$ cat src/rtl/core/mrtu_pkg.sv
// Shared types, constants and helper functions for the Modbus RTU receive framer.
// No dependencies; the frame controller, output buffer and top level import this package.
`timescale 1ns / 1ps

package mrtu_pkg;

	// Frame size limits
	localparam int MAX_FRAME_BYTES = 256;
	localparam int MIN_FRAME_BYTES = 4;
	localparam int BCNT_W          = $clog2(MAX_FRAME_BYTES + 1);

	// Modbus CRC-16, reflected
	localparam logic [15:0] CRC_INIT = 16'hFFFF;
	localparam logic [15:0] CRC_POLY = 16'hA001;

	// Configuration reset values and register indexes
	localparam logic [7:0] DEV_ADDR_RST = 8'd10;
	localparam logic [7:0] TIMEOUT_RST  = 8'd3;
	localparam logic       CFG_DEV_ADDR = 1'b0;
	localparam logic       CFG_TIMEOUT  = 1'b1;

	// Broadcast address
	localparam logic [7:0] ADDR_BCAST = 8'h00;

	// Event counter slots
	localparam int NUM_CNT      = 8;
	localparam int CNT_SEEN     = 0;
	localparam int CNT_FOR_ME   = 1;
	localparam int CNT_SHORT    = 2;
	localparam int CNT_CRC      = 3;
	localparam int CNT_OVERFLOW = 4;
	localparam int CNT_OVERRUN  = 5;
	localparam int CNT_PARITY   = 6;
	localparam int CNT_FRAMING  = 7;

	typedef enum logic [1:0] {
		REQ_BYTE    = 2'd0,
		REQ_TICK    = 2'd1,
		REQ_TX_DONE = 2'd2
	} req_code_t;

	typedef enum logic [2:0] {
		VERDICT_SHORT    = 3'd0,
		VERDICT_CRC_ERR  = 3'd1,
		VERDICT_OTHER    = 3'd2,
		VERDICT_BCAST    = 3'd3,
		VERDICT_FOR_ME   = 3'd4
	} verdict_t;

	typedef enum logic [2:0] {
		MODE_IDLE       = 3'b001,
		MODE_RECEIVING  = 3'b010,
		MODE_RESPONDING = 3'b100
	} mode_t;

	// One input word
	typedef struct packed {
		logic [1:0] req_type;
		logic [7:0] rx_byte;
		logic       overrun_flag;
		logic       parity_flag;
		logic       framing_flag;
	} req_t;

	// One result word
	typedef struct packed {
		verdict_t    verdict;
		logic [7:0]  frame_address;
		logic [7:0]  pdu_length;
		logic [15:0] frames_seen;
		logic [15:0] frames_for_me;
		logic [15:0] short_frames;
		logic [15:0] crc_errors;
		logic [15:0] buffer_overflows;
		logic [15:0] overrun_errors;
		logic [15:0] parity_errors;
		logic [15:0] framing_errors;
	} rsp_t;

	function automatic logic [15:0] crc16_byte(input logic [15:0] crc, input logic [7:0] b);
		logic [15:0] c;
		c = crc ^ {8'h00, b};
		for (int i = 0; i < 8; i++) begin
			c = c[0] ? ((c >> 1) ^ CRC_POLY) : (c >> 1);
		end
		return c;
	endfunction

	function automatic logic [15:0] sat_inc16(input logic [15:0] v);
		return (v == 16'hFFFF) ? v : v + 16'd1;
	endfunction

endpackage

$ cat src/rtl/core/mrtu_if.sv
// Valid/ready channel interfaces for the request and result words.
// Depends on nothing; field names follow the block's port payload.
`timescale 1ns / 1ps

interface mrtu_req_if;
	logic       valid;
	logic       ready;
	logic [1:0] req_type;
	logic [7:0] rx_byte;
	logic       overrun_flag;
	logic       parity_flag;
	logic       framing_flag;

	modport source (output valid, req_type, rx_byte, overrun_flag, parity_flag, framing_flag,
		input ready);
	modport sink (input valid, req_type, rx_byte, overrun_flag, parity_flag, framing_flag,
		output ready);
endinterface

interface mrtu_rsp_if;
	logic        valid;
	logic        ready;
	logic [2:0]  verdict;
	logic [7:0]  frame_address;
	logic [7:0]  pdu_length;
	logic [15:0] frames_seen;
	logic [15:0] frames_for_me;
	logic [15:0] short_frames;
	logic [15:0] crc_errors;
	logic [15:0] buffer_overflows;
	logic [15:0] overrun_errors;
	logic [15:0] parity_errors;
	logic [15:0] framing_errors;

	modport source (output valid, verdict, frame_address, pdu_length, frames_seen,
		frames_for_me, short_frames, crc_errors, buffer_overflows, overrun_errors,
		parity_errors, framing_errors, input ready);
	modport sink (input valid, verdict, frame_address, pdu_length, frames_seen,
		frames_for_me, short_frames, crc_errors, buffer_overflows, overrun_errors,
		parity_errors, framing_errors, output ready);
endinterface

$ cat src/rtl/core/mrtu_frame_ctrl.sv
// Input stage and framing state: CRC, byte count, silence timer, counters, verdict.
// Depends on mrtu_pkg; pushes one result word into the output buffer per ended frame.
`timescale 1ns / 1ps

module mrtu_frame_ctrl (
	input  logic               clk,
	input  logic               arst_n,
	input  logic               in_valid,
	output logic               in_ready,
	input  mrtu_pkg::req_t     in_word,
	input  logic [7:0]         device_address,
	input  logic [7:0]         timeout_ticks,
	input  logic               buf_full,
	output logic               push,
	output mrtu_pkg::rsp_t     push_word
);
	import mrtu_pkg::*;

	// Input stage
	logic              valid_s1;
	req_t              req_s1;
	logic              fire;

	// Framing state
	mode_t             mode_q, mode_d;
	logic [BCNT_W-1:0] byte_count_q, byte_count_d;
	logic [15:0]       crc_q, crc_d;
	logic [7:0]        first_byte_q, first_byte_d;
	logic [7:0]        silence_q, silence_d;
	logic [15:0]       evt_q [NUM_CNT];
	logic [15:0]       evt_d [NUM_CNT];
	logic              has_res;
	rsp_t              res;
	logic [7:0]        sil_inc;
	logic [BCNT_W-1:0] plen_full;

	// Stage advances unless it would push into a full buffer
	assign fire     = valid_s1 && !(has_res && buf_full);
	assign in_ready = !valid_s1 || fire;
	assign push     = fire && has_res;
	assign push_word = res;

	always_ff @(posedge clk or negedge arst_n) begin
		if (!arst_n) begin
			valid_s1 <= 1'b0;
		end else if (in_ready) begin
			valid_s1 <= in_valid;
		end
	end

	always_ff @(posedge clk) begin
		if (in_ready && in_valid) begin
			req_s1 <= in_word;
		end
	end

	// Next state and result for the word in the input stage
	always_comb begin
		mode_d       = mode_q;
		byte_count_d = byte_count_q;
		crc_d        = crc_q;
		first_byte_d = first_byte_q;
		silence_d    = silence_q;
		for (int i = 0; i < NUM_CNT; i++) begin
			evt_d[i] = evt_q[i];
		end
		has_res   = 1'b0;
		res       = '0;
		sil_inc   = (silence_q == 8'hFF) ? silence_q : silence_q + 8'd1;
		plen_full = byte_count_q - BCNT_W'(3);

		unique case (req_s1.req_type)
			REQ_BYTE: begin
				if (mode_q != MODE_RESPONDING) begin
					if (req_s1.overrun_flag || req_s1.parity_flag || req_s1.framing_flag) begin
						if (req_s1.overrun_flag) evt_d[CNT_OVERRUN] = sat_inc16(evt_q[CNT_OVERRUN]);
						if (req_s1.parity_flag)  evt_d[CNT_PARITY]  = sat_inc16(evt_q[CNT_PARITY]);
						if (req_s1.framing_flag) evt_d[CNT_FRAMING] = sat_inc16(evt_q[CNT_FRAMING]);
						byte_count_d = '0;
						crc_d        = CRC_INIT;
						first_byte_d = '0;
						silence_d    = '0;
						mode_d       = MODE_IDLE;
					end else if (byte_count_q >= BCNT_W'(MAX_FRAME_BYTES)) begin
						evt_d[CNT_OVERFLOW] = sat_inc16(evt_q[CNT_OVERFLOW]);
						byte_count_d = '0;
						crc_d        = CRC_INIT;
						first_byte_d = '0;
						silence_d    = '0;
						mode_d       = MODE_IDLE;
					end else begin
						if (byte_count_q == '0) first_byte_d = req_s1.rx_byte;
						crc_d        = crc16_byte(crc_q, req_s1.rx_byte);
						byte_count_d = byte_count_q + BCNT_W'(1);
						silence_d    = '0;
						mode_d       = MODE_RECEIVING;
					end
				end
			end
			REQ_TICK: begin
				if (mode_q == MODE_RECEIVING) begin
					silence_d = sil_inc;
					// Silence gap reached: judge the frame
					if (sil_inc >= timeout_ticks) begin
						has_res = 1'b1;
						evt_d[CNT_SEEN] = evt_q[CNT_SEEN] + 16'd1;
						res.verdict       = VERDICT_SHORT;
						res.frame_address = first_byte_q;
						if (byte_count_q == '0) begin
							res.verdict = VERDICT_SHORT;
						end else if (byte_count_q < BCNT_W'(MIN_FRAME_BYTES)) begin
							evt_d[CNT_SHORT] = sat_inc16(evt_q[CNT_SHORT]);
							res.verdict = VERDICT_SHORT;
						end else begin
							res.pdu_length = plen_full[7:0];
							if (crc_q != 16'h0000) begin
								evt_d[CNT_CRC] = sat_inc16(evt_q[CNT_CRC]);
								res.verdict = VERDICT_CRC_ERR;
							end else if (first_byte_q == ADDR_BCAST) begin
								res.verdict = VERDICT_BCAST;
							end else if (first_byte_q == device_address) begin
								evt_d[CNT_FOR_ME] = evt_q[CNT_FOR_ME] + 16'd1;
								res.verdict = VERDICT_FOR_ME;
							end else begin
								res.verdict = VERDICT_OTHER;
							end
						end
						// A frame for us holds reception until the reply is sent
						if (res.verdict == VERDICT_FOR_ME) begin
							mode_d    = MODE_RESPONDING;
							silence_d = '0;
						end else begin
							mode_d       = MODE_IDLE;
							byte_count_d = '0;
							crc_d        = CRC_INIT;
							first_byte_d = '0;
							silence_d    = '0;
						end
					end
				end
			end
			REQ_TX_DONE: begin
				if (mode_q == MODE_RESPONDING) begin
					mode_d       = MODE_IDLE;
					byte_count_d = '0;
					crc_d        = CRC_INIT;
					first_byte_d = '0;
					silence_d    = '0;
				end
			end
			default: begin
			end
		endcase

		res.frames_seen      = evt_d[CNT_SEEN];
		res.frames_for_me    = evt_d[CNT_FOR_ME];
		res.short_frames     = evt_d[CNT_SHORT];
		res.crc_errors       = evt_d[CNT_CRC];
		res.buffer_overflows = evt_d[CNT_OVERFLOW];
		res.overrun_errors   = evt_d[CNT_OVERRUN];
		res.parity_errors    = evt_d[CNT_PARITY];
		res.framing_errors   = evt_d[CNT_FRAMING];
	end

	// State registers
	always_ff @(posedge clk or negedge arst_n) begin
		if (!arst_n) begin
			mode_q       <= MODE_IDLE;
			byte_count_q <= '0;
			crc_q        <= CRC_INIT;
			first_byte_q <= '0;
			silence_q    <= '0;
			for (int i = 0; i < NUM_CNT; i++) begin
				evt_q[i] <= '0;
			end
		end else if (fire) begin
			mode_q       <= mode_d;
			byte_count_q <= byte_count_d;
			crc_q        <= crc_d;
			first_byte_q <= first_byte_d;
			silence_q    <= silence_d;
			for (int i = 0; i < NUM_CNT; i++) begin
				evt_q[i] <= evt_d[i];
			end
		end
	end

`ifndef SYNTHESIS
	a_count_bound: assert property (@(posedge clk) disable iff (!arst_n)
		byte_count_q <= BCNT_W'(MAX_FRAME_BYTES))
		else $error("byte count beyond frame limit");

	a_for_me_holds: assert property (@(posedge clk) disable iff (!arst_n)
		push && (res.verdict == VERDICT_FOR_ME) |=> mode_q == MODE_RESPONDING)
		else $error("frame for this device did not enter responding mode");

	a_resp_len: assert property (@(posedge clk) disable iff (!arst_n)
		mode_q == MODE_RESPONDING |-> byte_count_q >= BCNT_W'(MIN_FRAME_BYTES))
		else $error("responding with a short frame held");
`endif

endmodule

$ cat src/rtl/core/mrtu_out_buf.sv
// Two-entry result buffer: output register plus skid slot.
// Depends on mrtu_pkg for the result word type.
`timescale 1ns / 1ps

module mrtu_out_buf (
	input  logic           clk,
	input  logic           arst_n,
	input  logic           push,
	input  mrtu_pkg::rsp_t push_word,
	output logic           full,
	output logic           out_valid,
	input  logic           out_ready,
	output mrtu_pkg::rsp_t out_word
);
	import mrtu_pkg::*;

	logic [1:0] count_q;
	rsp_t       head_q;
	rsp_t       skid_q;
	logic       pop;

	assign pop       = out_valid && out_ready;
	assign full      = (count_q == 2'd2);
	assign out_valid = (count_q != 2'd0);
	assign out_word  = head_q;

	// Occupancy
	always_ff @(posedge clk or negedge arst_n) begin
		if (!arst_n) begin
			count_q <= 2'd0;
		end else begin
			count_q <= count_q + {1'b0, push} - {1'b0, pop};
		end
	end

	// Data slots: head is always the oldest word
	always_ff @(posedge clk) begin
		priority if (count_q == 2'd0) begin
			if (push) head_q <= push_word;
		end else if (count_q == 2'd1) begin
			if (pop && push) head_q <= push_word;
			else if (push)   skid_q <= push_word;
		end else begin
			if (pop) head_q <= skid_q;
		end
	end

`ifndef SYNTHESIS
	a_no_push_full: assert property (@(posedge clk) disable iff (!arst_n)
		push |-> !full)
		else $error("result pushed into full buffer");

	a_count_range: assert property (@(posedge clk) disable iff (!arst_n)
		count_q != 2'd3)
		else $error("result buffer occupancy out of range");

	a_head_stable: assert property (@(posedge clk) disable iff (!arst_n)
		out_valid && !out_ready |=> out_valid && $stable(out_word))
		else $error("result word changed while waiting");
`endif

endmodule

$ cat src/rtl/core/modbus_rtu_slave_frame_receiver_unit.sv
// Top level of the Modbus RTU slave receive framer.
// Depends on mrtu_pkg, mrtu_if, mrtu_frame_ctrl and mrtu_out_buf.
`timescale 1ns / 1ps

// Usage
//   req: one word per UART event - a received byte with its overrun, parity and
//        framing flags, a silence timer tick, or the end of a reply transmission.
//   rsp: one word each time a silence of timeout_ticks ticks ends a frame: the
//        verdict, address byte, PDU length and all eight event counters.
//   cfg: write port for device_address (index 0) and timeout_ticks (index 1);
//        write only while no word is in flight.
// Timing
//   A request word is accepted into an input register and processed from
//   there; a result is pushed into the output buffer and presented on rsp from it.
//   One word per cycle is accepted in steady state while req.ready stays high;
//   the byte-wide CRC update and frame judgement both finish in the single input stage.
// Reset
//   arst_n clears the mode to idle, empties the frame, sets CRC to 0xFFFF,
//   zeroes all counters and loads address 10 and timeout 3.
// Backpressure
//   Results wait in a two-entry buffer; only when it is full and the staged
//   word would produce a result does req.ready drop.

module modbus_rtu_slave_frame_receiver_unit (
	input  logic       clk,
	input  logic       arst_n,
	mrtu_req_if.sink   req,
	mrtu_rsp_if.source rsp,
	input  logic       cfg_wr_en,
	input  logic       cfg_index,
	input  logic [7:0] cfg_data
);
	import mrtu_pkg::*;

	logic [7:0] dev_addr_q;
	logic [7:0] timeout_q;
	req_t       in_word;
	rsp_t       push_word;
	rsp_t       out_word;
	logic       push;
	logic       buf_full;

	// Configuration registers
	always_ff @(posedge clk or negedge arst_n) begin
		if (!arst_n) begin
			dev_addr_q <= DEV_ADDR_RST;
			timeout_q  <= TIMEOUT_RST;
		end else if (cfg_wr_en) begin
			unique case (cfg_index)
				CFG_DEV_ADDR: dev_addr_q <= cfg_data;
				CFG_TIMEOUT:  timeout_q  <= cfg_data;
				default: begin
				end
			endcase
		end
	end

	assign in_word.req_type     = req.req_type;
	assign in_word.rx_byte      = req.rx_byte;
	assign in_word.overrun_flag = req.overrun_flag;
	assign in_word.parity_flag  = req.parity_flag;
	assign in_word.framing_flag = req.framing_flag;

	mrtu_frame_ctrl u_ctrl (
		.clk            (clk),
		.arst_n         (arst_n),
		.in_valid       (req.valid),
		.in_ready       (req.ready),
		.in_word        (in_word),
		.device_address (dev_addr_q),
		.timeout_ticks  (timeout_q),
		.buf_full       (buf_full),
		.push           (push),
		.push_word      (push_word)
	);

	mrtu_out_buf u_buf (
		.clk       (clk),
		.arst_n    (arst_n),
		.push      (push),
		.push_word (push_word),
		.full      (buf_full),
		.out_valid (rsp.valid),
		.out_ready (rsp.ready),
		.out_word  (out_word)
	);

	assign rsp.verdict          = out_word.verdict;
	assign rsp.frame_address    = out_word.frame_address;
	assign rsp.pdu_length       = out_word.pdu_length;
	assign rsp.frames_seen      = out_word.frames_seen;
	assign rsp.frames_for_me    = out_word.frames_for_me;
	assign rsp.short_frames     = out_word.short_frames;
	assign rsp.crc_errors       = out_word.crc_errors;
	assign rsp.buffer_overflows = out_word.buffer_overflows;
	assign rsp.overrun_errors   = out_word.overrun_errors;
	assign rsp.parity_errors    = out_word.parity_errors;
	assign rsp.framing_errors   = out_word.framing_errors;

endmodule
$ cat src/flat_wrapper.sv
// flat-port wrapper written by rule: the top's interface ports become plain ports
module modbus_rtu_slave_frame_receiver_unit_flat import mrtu_pkg::*;
  (clk, arst_n, cfg_wr_en, cfg_index, cfg_data, req_valid, req_req_type, req_rx_byte, req_overrun_flag, req_parity_flag, req_framing_flag, req_ready, rsp_valid, rsp_verdict, rsp_frame_address, rsp_pdu_length, rsp_frames_seen, rsp_frames_for_me, rsp_short_frames, rsp_crc_errors, rsp_buffer_overflows, rsp_overrun_errors, rsp_parity_errors, rsp_framing_errors, rsp_ready);
  mrtu_req_if req_i ();
  mrtu_rsp_if rsp_i ();
  input  logic clk;
  input  logic arst_n;
  input  logic cfg_wr_en;
  input  logic cfg_index;
  input  logic [7:0] cfg_data;
  input wire logic [$bits(req_i.valid)-1:0] req_valid;
  input wire logic [$bits(req_i.req_type)-1:0] req_req_type;
  input wire logic [$bits(req_i.rx_byte)-1:0] req_rx_byte;
  input wire logic [$bits(req_i.overrun_flag)-1:0] req_overrun_flag;
  input wire logic [$bits(req_i.parity_flag)-1:0] req_parity_flag;
  input wire logic [$bits(req_i.framing_flag)-1:0] req_framing_flag;
  output wire logic [$bits(req_i.ready)-1:0] req_ready;
  output wire logic [$bits(rsp_i.valid)-1:0] rsp_valid;
  output wire logic [$bits(rsp_i.verdict)-1:0] rsp_verdict;
  output wire logic [$bits(rsp_i.frame_address)-1:0] rsp_frame_address;
  output wire logic [$bits(rsp_i.pdu_length)-1:0] rsp_pdu_length;
  output wire logic [$bits(rsp_i.frames_seen)-1:0] rsp_frames_seen;
  output wire logic [$bits(rsp_i.frames_for_me)-1:0] rsp_frames_for_me;
  output wire logic [$bits(rsp_i.short_frames)-1:0] rsp_short_frames;
  output wire logic [$bits(rsp_i.crc_errors)-1:0] rsp_crc_errors;
  output wire logic [$bits(rsp_i.buffer_overflows)-1:0] rsp_buffer_overflows;
  output wire logic [$bits(rsp_i.overrun_errors)-1:0] rsp_overrun_errors;
  output wire logic [$bits(rsp_i.parity_errors)-1:0] rsp_parity_errors;
  output wire logic [$bits(rsp_i.framing_errors)-1:0] rsp_framing_errors;
  input wire logic [$bits(rsp_i.ready)-1:0] rsp_ready;
  assign req_i.valid = req_valid;
  assign req_i.req_type = req_req_type;
  assign req_i.rx_byte = req_rx_byte;
  assign req_i.overrun_flag = req_overrun_flag;
  assign req_i.parity_flag = req_parity_flag;
  assign req_i.framing_flag = req_framing_flag;
  assign req_ready = req_i.ready;
  assign rsp_valid = rsp_i.valid;
  assign rsp_verdict = rsp_i.verdict;
  assign rsp_frame_address = rsp_i.frame_address;
  assign rsp_pdu_length = rsp_i.pdu_length;
  assign rsp_frames_seen = rsp_i.frames_seen;
  assign rsp_frames_for_me = rsp_i.frames_for_me;
  assign rsp_short_frames = rsp_i.short_frames;
  assign rsp_crc_errors = rsp_i.crc_errors;
  assign rsp_buffer_overflows = rsp_i.buffer_overflows;
  assign rsp_overrun_errors = rsp_i.overrun_errors;
  assign rsp_parity_errors = rsp_i.parity_errors;
  assign rsp_framing_errors = rsp_i.framing_errors;
  assign rsp_i.ready = rsp_ready;
  modbus_rtu_slave_frame_receiver_unit u_core (.clk(clk), .arst_n(arst_n), .req(req_i), .rsp(rsp_i), .cfg_wr_en(cfg_wr_en), .cfg_index(cfg_index), .cfg_data(cfg_data));
endmodule
$ cat config.mk
export PLATFORM = sky130hd
export DESIGN_NAME = modbus_rtu_slave_frame_receiver_unit_flat
export DESIGN_NICKNAME = d
export VERILOG_FILES = /design/src/rtl/core/mrtu_pkg.sv /design/src/rtl/core/mrtu_if.sv /design/src/rtl/core/mrtu_frame_ctrl.sv /design/src/rtl/core/mrtu_out_buf.sv /design/src/rtl/core/modbus_rtu_slave_frame_receiver_unit.sv /design/src/flat_wrapper.sv
export SDC_FILE = /design/constraint.sdc
export NUM_CORES = 1
export LEC_CHECK = 0
export BUFFER_PORTS_ARGS = -buffer_cell sky130_fd_sc_hd__buf_2
export CORE_MARGIN = 1
export CORE_UTILIZATION = 55
export DETAILED_ROUTE_END_ITERATION = 6
export MAX_ROUTING_LAYER = met4
export PLACE_DENSITY_LB_ADDON = 0.15
export SLEW_MARGIN = 20
export SYNTH_ARGS = -nofsm -noshare
export SYNTH_HDL_FRONTEND = slang
export SYNTH_SLANG_ARGS = --single-unit
$ cat constraint.sdc
create_clock -name clk -period 20.3 [get_ports clk]
set_input_delay 2.03 -clock clk [delete_from_list [all_inputs] [get_ports clk]]
set_output_delay 2.03 -clock clk [all_outputs]
set_load 0.02 [all_outputs]
==> impl_metrics.py <==
metrics = {
    "detailed_routing": {
        "drc": 0,
        "vias": 14290,
        "antenna_left": 0,
        "drt_iter0_markers": 904,
        "routedWlPerCell_um": 18.04,
        "firstDrtPassIters": 5,
        "drt-total-wl_um": 46100,
        "via_per_inst": 5.590,
    },
    "power": {
        "vdd_ir_drop_max_uv": 63.37,
        "swShare_pct": 28.99,
        "pwr-share-comb_pct": 20.9,
        "p_int_w": 0.002032,
        "powerDensity_nw_per_um2": 110.6,
        "power_frac_clock_pct": 32.9,
        "p_leak_nw": 10.53,
        "switching_power_w": 0.0008295,
        "seqPwrFrac_pct": 46.2,
    },
    "grt": {
        "antenna_found_initial": 0,
        "grt_overflow": 0,
        "grt_max_degree": 78,
        "global_route.usage.total_pct": 23.12,
        "grt_pass1_vias": 13840,
        "grt_pass1_wl_um": 74260,
    },
    "timing": {
        "fin_crit_ps": 5520,
        "fmax_ghz": 0.1812,
        "min_period_over_period_pct": 27.19,
        "slew_viol_final": 0,
        "tightest_slew_ps": 1026,
        "setup_viol": 0,
        "slew_headroom_pct": 31.59,
        "finalHoldViolCount": 0,
        "setup-tns-final_ps": 0,
        "rsz0062_at_grt": "false",
        "finClkSkew_ps": 16.87,
    },
    "synth": {
        "ys_warn_count": 0,
        "async_flop_share_pct": 38.35,
        "ys_seq_area_share_pct": 61.84,
        "syn_area_um2": 22680,
        "ys.flop_type": "edfxtp_1",
        "yosysTopAreaCell": "edfxtp_1",
        "ys_top_cells_by_area": "edfxtp_1 (41%), dfrtp_1 (19%), mux2_2 (7.7%)",
        "synth_area_per_cell_um2": 12.59,
        "yosysMostFrequentCell": "edfxtp_1",
        "syn_nets": 1854,
        "synth.top_cells.by_count": "edfxtp_1 (307), nand2_1 (204), dfrtp_1 (170)",
        "synth_edf_count": 307,
        "synth_cell_types": 65,
        "synth_top_cell_area_share_pct": 40.65,
        "ys_ff_latch": 498,
        "synthCells": 1802,
    },
    "setup_path": {
        "r2r-end": "u_core.u_ctrl.evt_q[61]",
        "crit_path_start": "u_core.u_ctrl.silence_q[0]",
        "required_ps": 18270,
        "startpoint_type": "register",
        "r2r_start": "u_core.u_ctrl.silence_q[0]",
        "arrival_ps": 3490,
        "r2r_cells": 12,
        "worstSetupPathType": "register to output pin",
        "critPathCapture": "req_ready",
        "cp-end-kind": "output pin",
        "path_max_fanout": 6,
        "r2r_slack_ps": 15600,
    },
    "place": {
        "portBuffers": 175,
        "gp_congestion": 0.8785,
        "dp_hpwl_um": 30850,
    },
    "finish": {
        "final_util_pct": 63.50,
        "fillers": 3145,
        "antennaDiodeCount": 0,
        "final_nets": 2034,
        "area_delta_synth_final_pct": 14.07,
        "final_layout_size_suffix_gt1_share_pct": 23.72,
    },
    "floorplanning": {
        "start_util_pct": 55.67,
        "chipHeight_um": 205.1,
        "num_io_pins": 176,
        "dieArea_um2": 42050,
        "rows": 74,
        "die_x_um": 205.1,
        "core_um2": 40740,
    },
    "job": {
        "drv_cap": 0,
    },
    "hold_path": {
        "worstHoldPathType": "register to register",
    },
    "clock_tree": {
        "clkSinkCount": 498,
        "insertion_delay_ps": 590,
        "tritoncts": "done",
        "clock_path_buffers": 3,
        "cts_buffers": 52,
        "postCtsHoldBufs": 0,
        "root_buffer": "clkbuf_16",
        "post-cts-setup-buffers": 0,
        "cts-resized-gates": 0,
        "cts-htree-levels": 2,
        "clk_pin_slew_ps": 60,
    },
    "outcome": {
        "status": "finished, final reports clean",
    },
}
cells by family (layout without fill, tap and decap cells):
logic type | count (synthesis) | in the layout | synth area share, %
AOI/OAI and AO/OA | 138 | 138 | 3.889
adders and majority gates | 25 | 25 | 1.379
and+or+nand+nor | 613 | 613 | 12.89
muxes | 175 | 175 | 8.589
DFF | 498 | 498 | 61.84
xor gates and xnor gates | 236 | 236 | 9.411
buffers and inverters | 117 | 339 | 2.008
layout make-up:
cell class	count	area, um2	area share, %
Tap cell	532	665.6	2.573
Inverter	47	178.9	0.6916
Clock inverter	26	255.2	0.9866
Timing Repair Buffer	196	1042	4.029
Sequential cell	498	14030	54.21
Clock buffer	70	1431	5.533
Multi-Input combinational cell	1187	8272	31.97
flip-flops by register name, summed over array words and instances (netlist names), 3 cells and up:
register / count
u_core.dev_addr_q: 8
u_core.timeout_q: 8
u_core.u_buf.out_word: 147
u_core.u_buf.skid_q: 147
u_core.u_ctrl.byte_count_q: 9
u_core.u_ctrl.crc_q: 16
u_core.u_ctrl.evt_q: 128
u_core.u_ctrl.first_byte_q: 8
u_core.u_ctrl.mode_q: 3
u_core.u_ctrl.req_s1: 13
u_core.u_ctrl.silence_q: 8
power groups by stage:
stage                     clock network, W  logic, W  registers (W)
after floorplan                          0  0.000273        0.00150
after global placement                   0  0.000598        0.00134
after detailed placement                 0  0.000603        0.00134
after CTS                         0.000962  0.000607        0.00132
after global routing              0.000998  0.000648        0.00134
final                             0.000942  0.000597        0.00132
metal layers:
layer  GRT usage, %  share of wire, %  wire, um  vias to the layer above
met5              -                 0         0                        -
met4          8.439               3.0      1369                        0
li1               -                 -         -                     6809
met3          3.182               4.8      2191                       91
met1          32.12                46     21350                     7017
met2          34.87                46     21190                      370
layout by cell type (no fill, tap or decap), types with 5 or more instances in the layout:
master / netlist / routed
dfrtp_1: 170 / 169
mux2i_1: 18 / 18
mux2_2: 156 / 156
nand3_1: 78 / 78
o21ai_0: 40 / 39
xnor2_1: 142 / 142
inv_1: 46 / 45
buf_4: 1 / 21
clkinv_2: 0 / 10
ha_1: 25 / 25
nor2_1: 128 / 127
or4_1: 5 / 5
a21oi_1: 27 / 25
clkbuf_16: 0 / 54
bufinv_16: 0 / 5
buf_2: 4 / 174
nand2_1: 204 / 204
edfxtp_1: 307 / 307
or3_1: 10 / 10
and3_1: 31 / 31
o2bb2ai_1: 5 / 5
nor2b_1: 5 / 5
nor4_1: 15 / 14
and4_1: 10 / 10
xnor2_2: 8 / 8
dfstp_2: 21 / 21
and2_1: 12 / 12
clkinv_1: 0 / 8
nand2b_1: 14 / 14
nor3_1: 40 / 39
nand4_1: 39 / 39
clkbuf_1: 61 / 14
a31oi_1: 20 / 20
o31ai_1: 20 / 20
xor2_1: 85 / 85
how the worst min path moves through the flow:
stage                             start                  endpoint  slack [ps]  cells after the start
2_1_floorplan  u_core.u_ctrl.evt_q[127]  u_core.u_ctrl.evt_q[127]         460                      1
3_3_place_gp   u_core.u_ctrl.evt_q[127]  u_core.u_ctrl.evt_q[127]         480                      1
3_5_place_dp   u_core.u_ctrl.evt_q[127]  u_core.u_ctrl.evt_q[127]         480                      1
4_1_cts        u_core.u_ctrl.evt_q[127]  u_core.u_ctrl.evt_q[127]         490                      1
5_1_grt        u_core.u_ctrl.evt_q[127]  u_core.u_ctrl.evt_q[127]         500                      1
6_report       u_core.u_ctrl.evt_q[127]  u_core.u_ctrl.evt_q[127]         480                      1
metrics by stage:
step	worst slack (ps)	power [W]	hold WS (ps)	cells	area [um2]
after floorplan	2986	0.001773	461.9	1802	22680
after global placement	15480	0.001936	477.7	2459	24180
after detailed placement	15430	0.001946	481.6	2459	24180
after CTS	14770	0.002894	489.8	2555	25860
after global routing	14620	0.002981	496.6	2556	25870
final	14780	0.002861	484.8	2556	25870
critical path, stage by stage (launching register included):
cell and delay [ps]:
dfrtp_1 430, ha_1 290, nand3_1 260, mux2_2 390
ha_1 310, nor2b_1 130, o211a_1 220, o311a_1 400
o21ai_4 140, or3_1 150, buf_2 190
(Power assumes the default switching activity.)
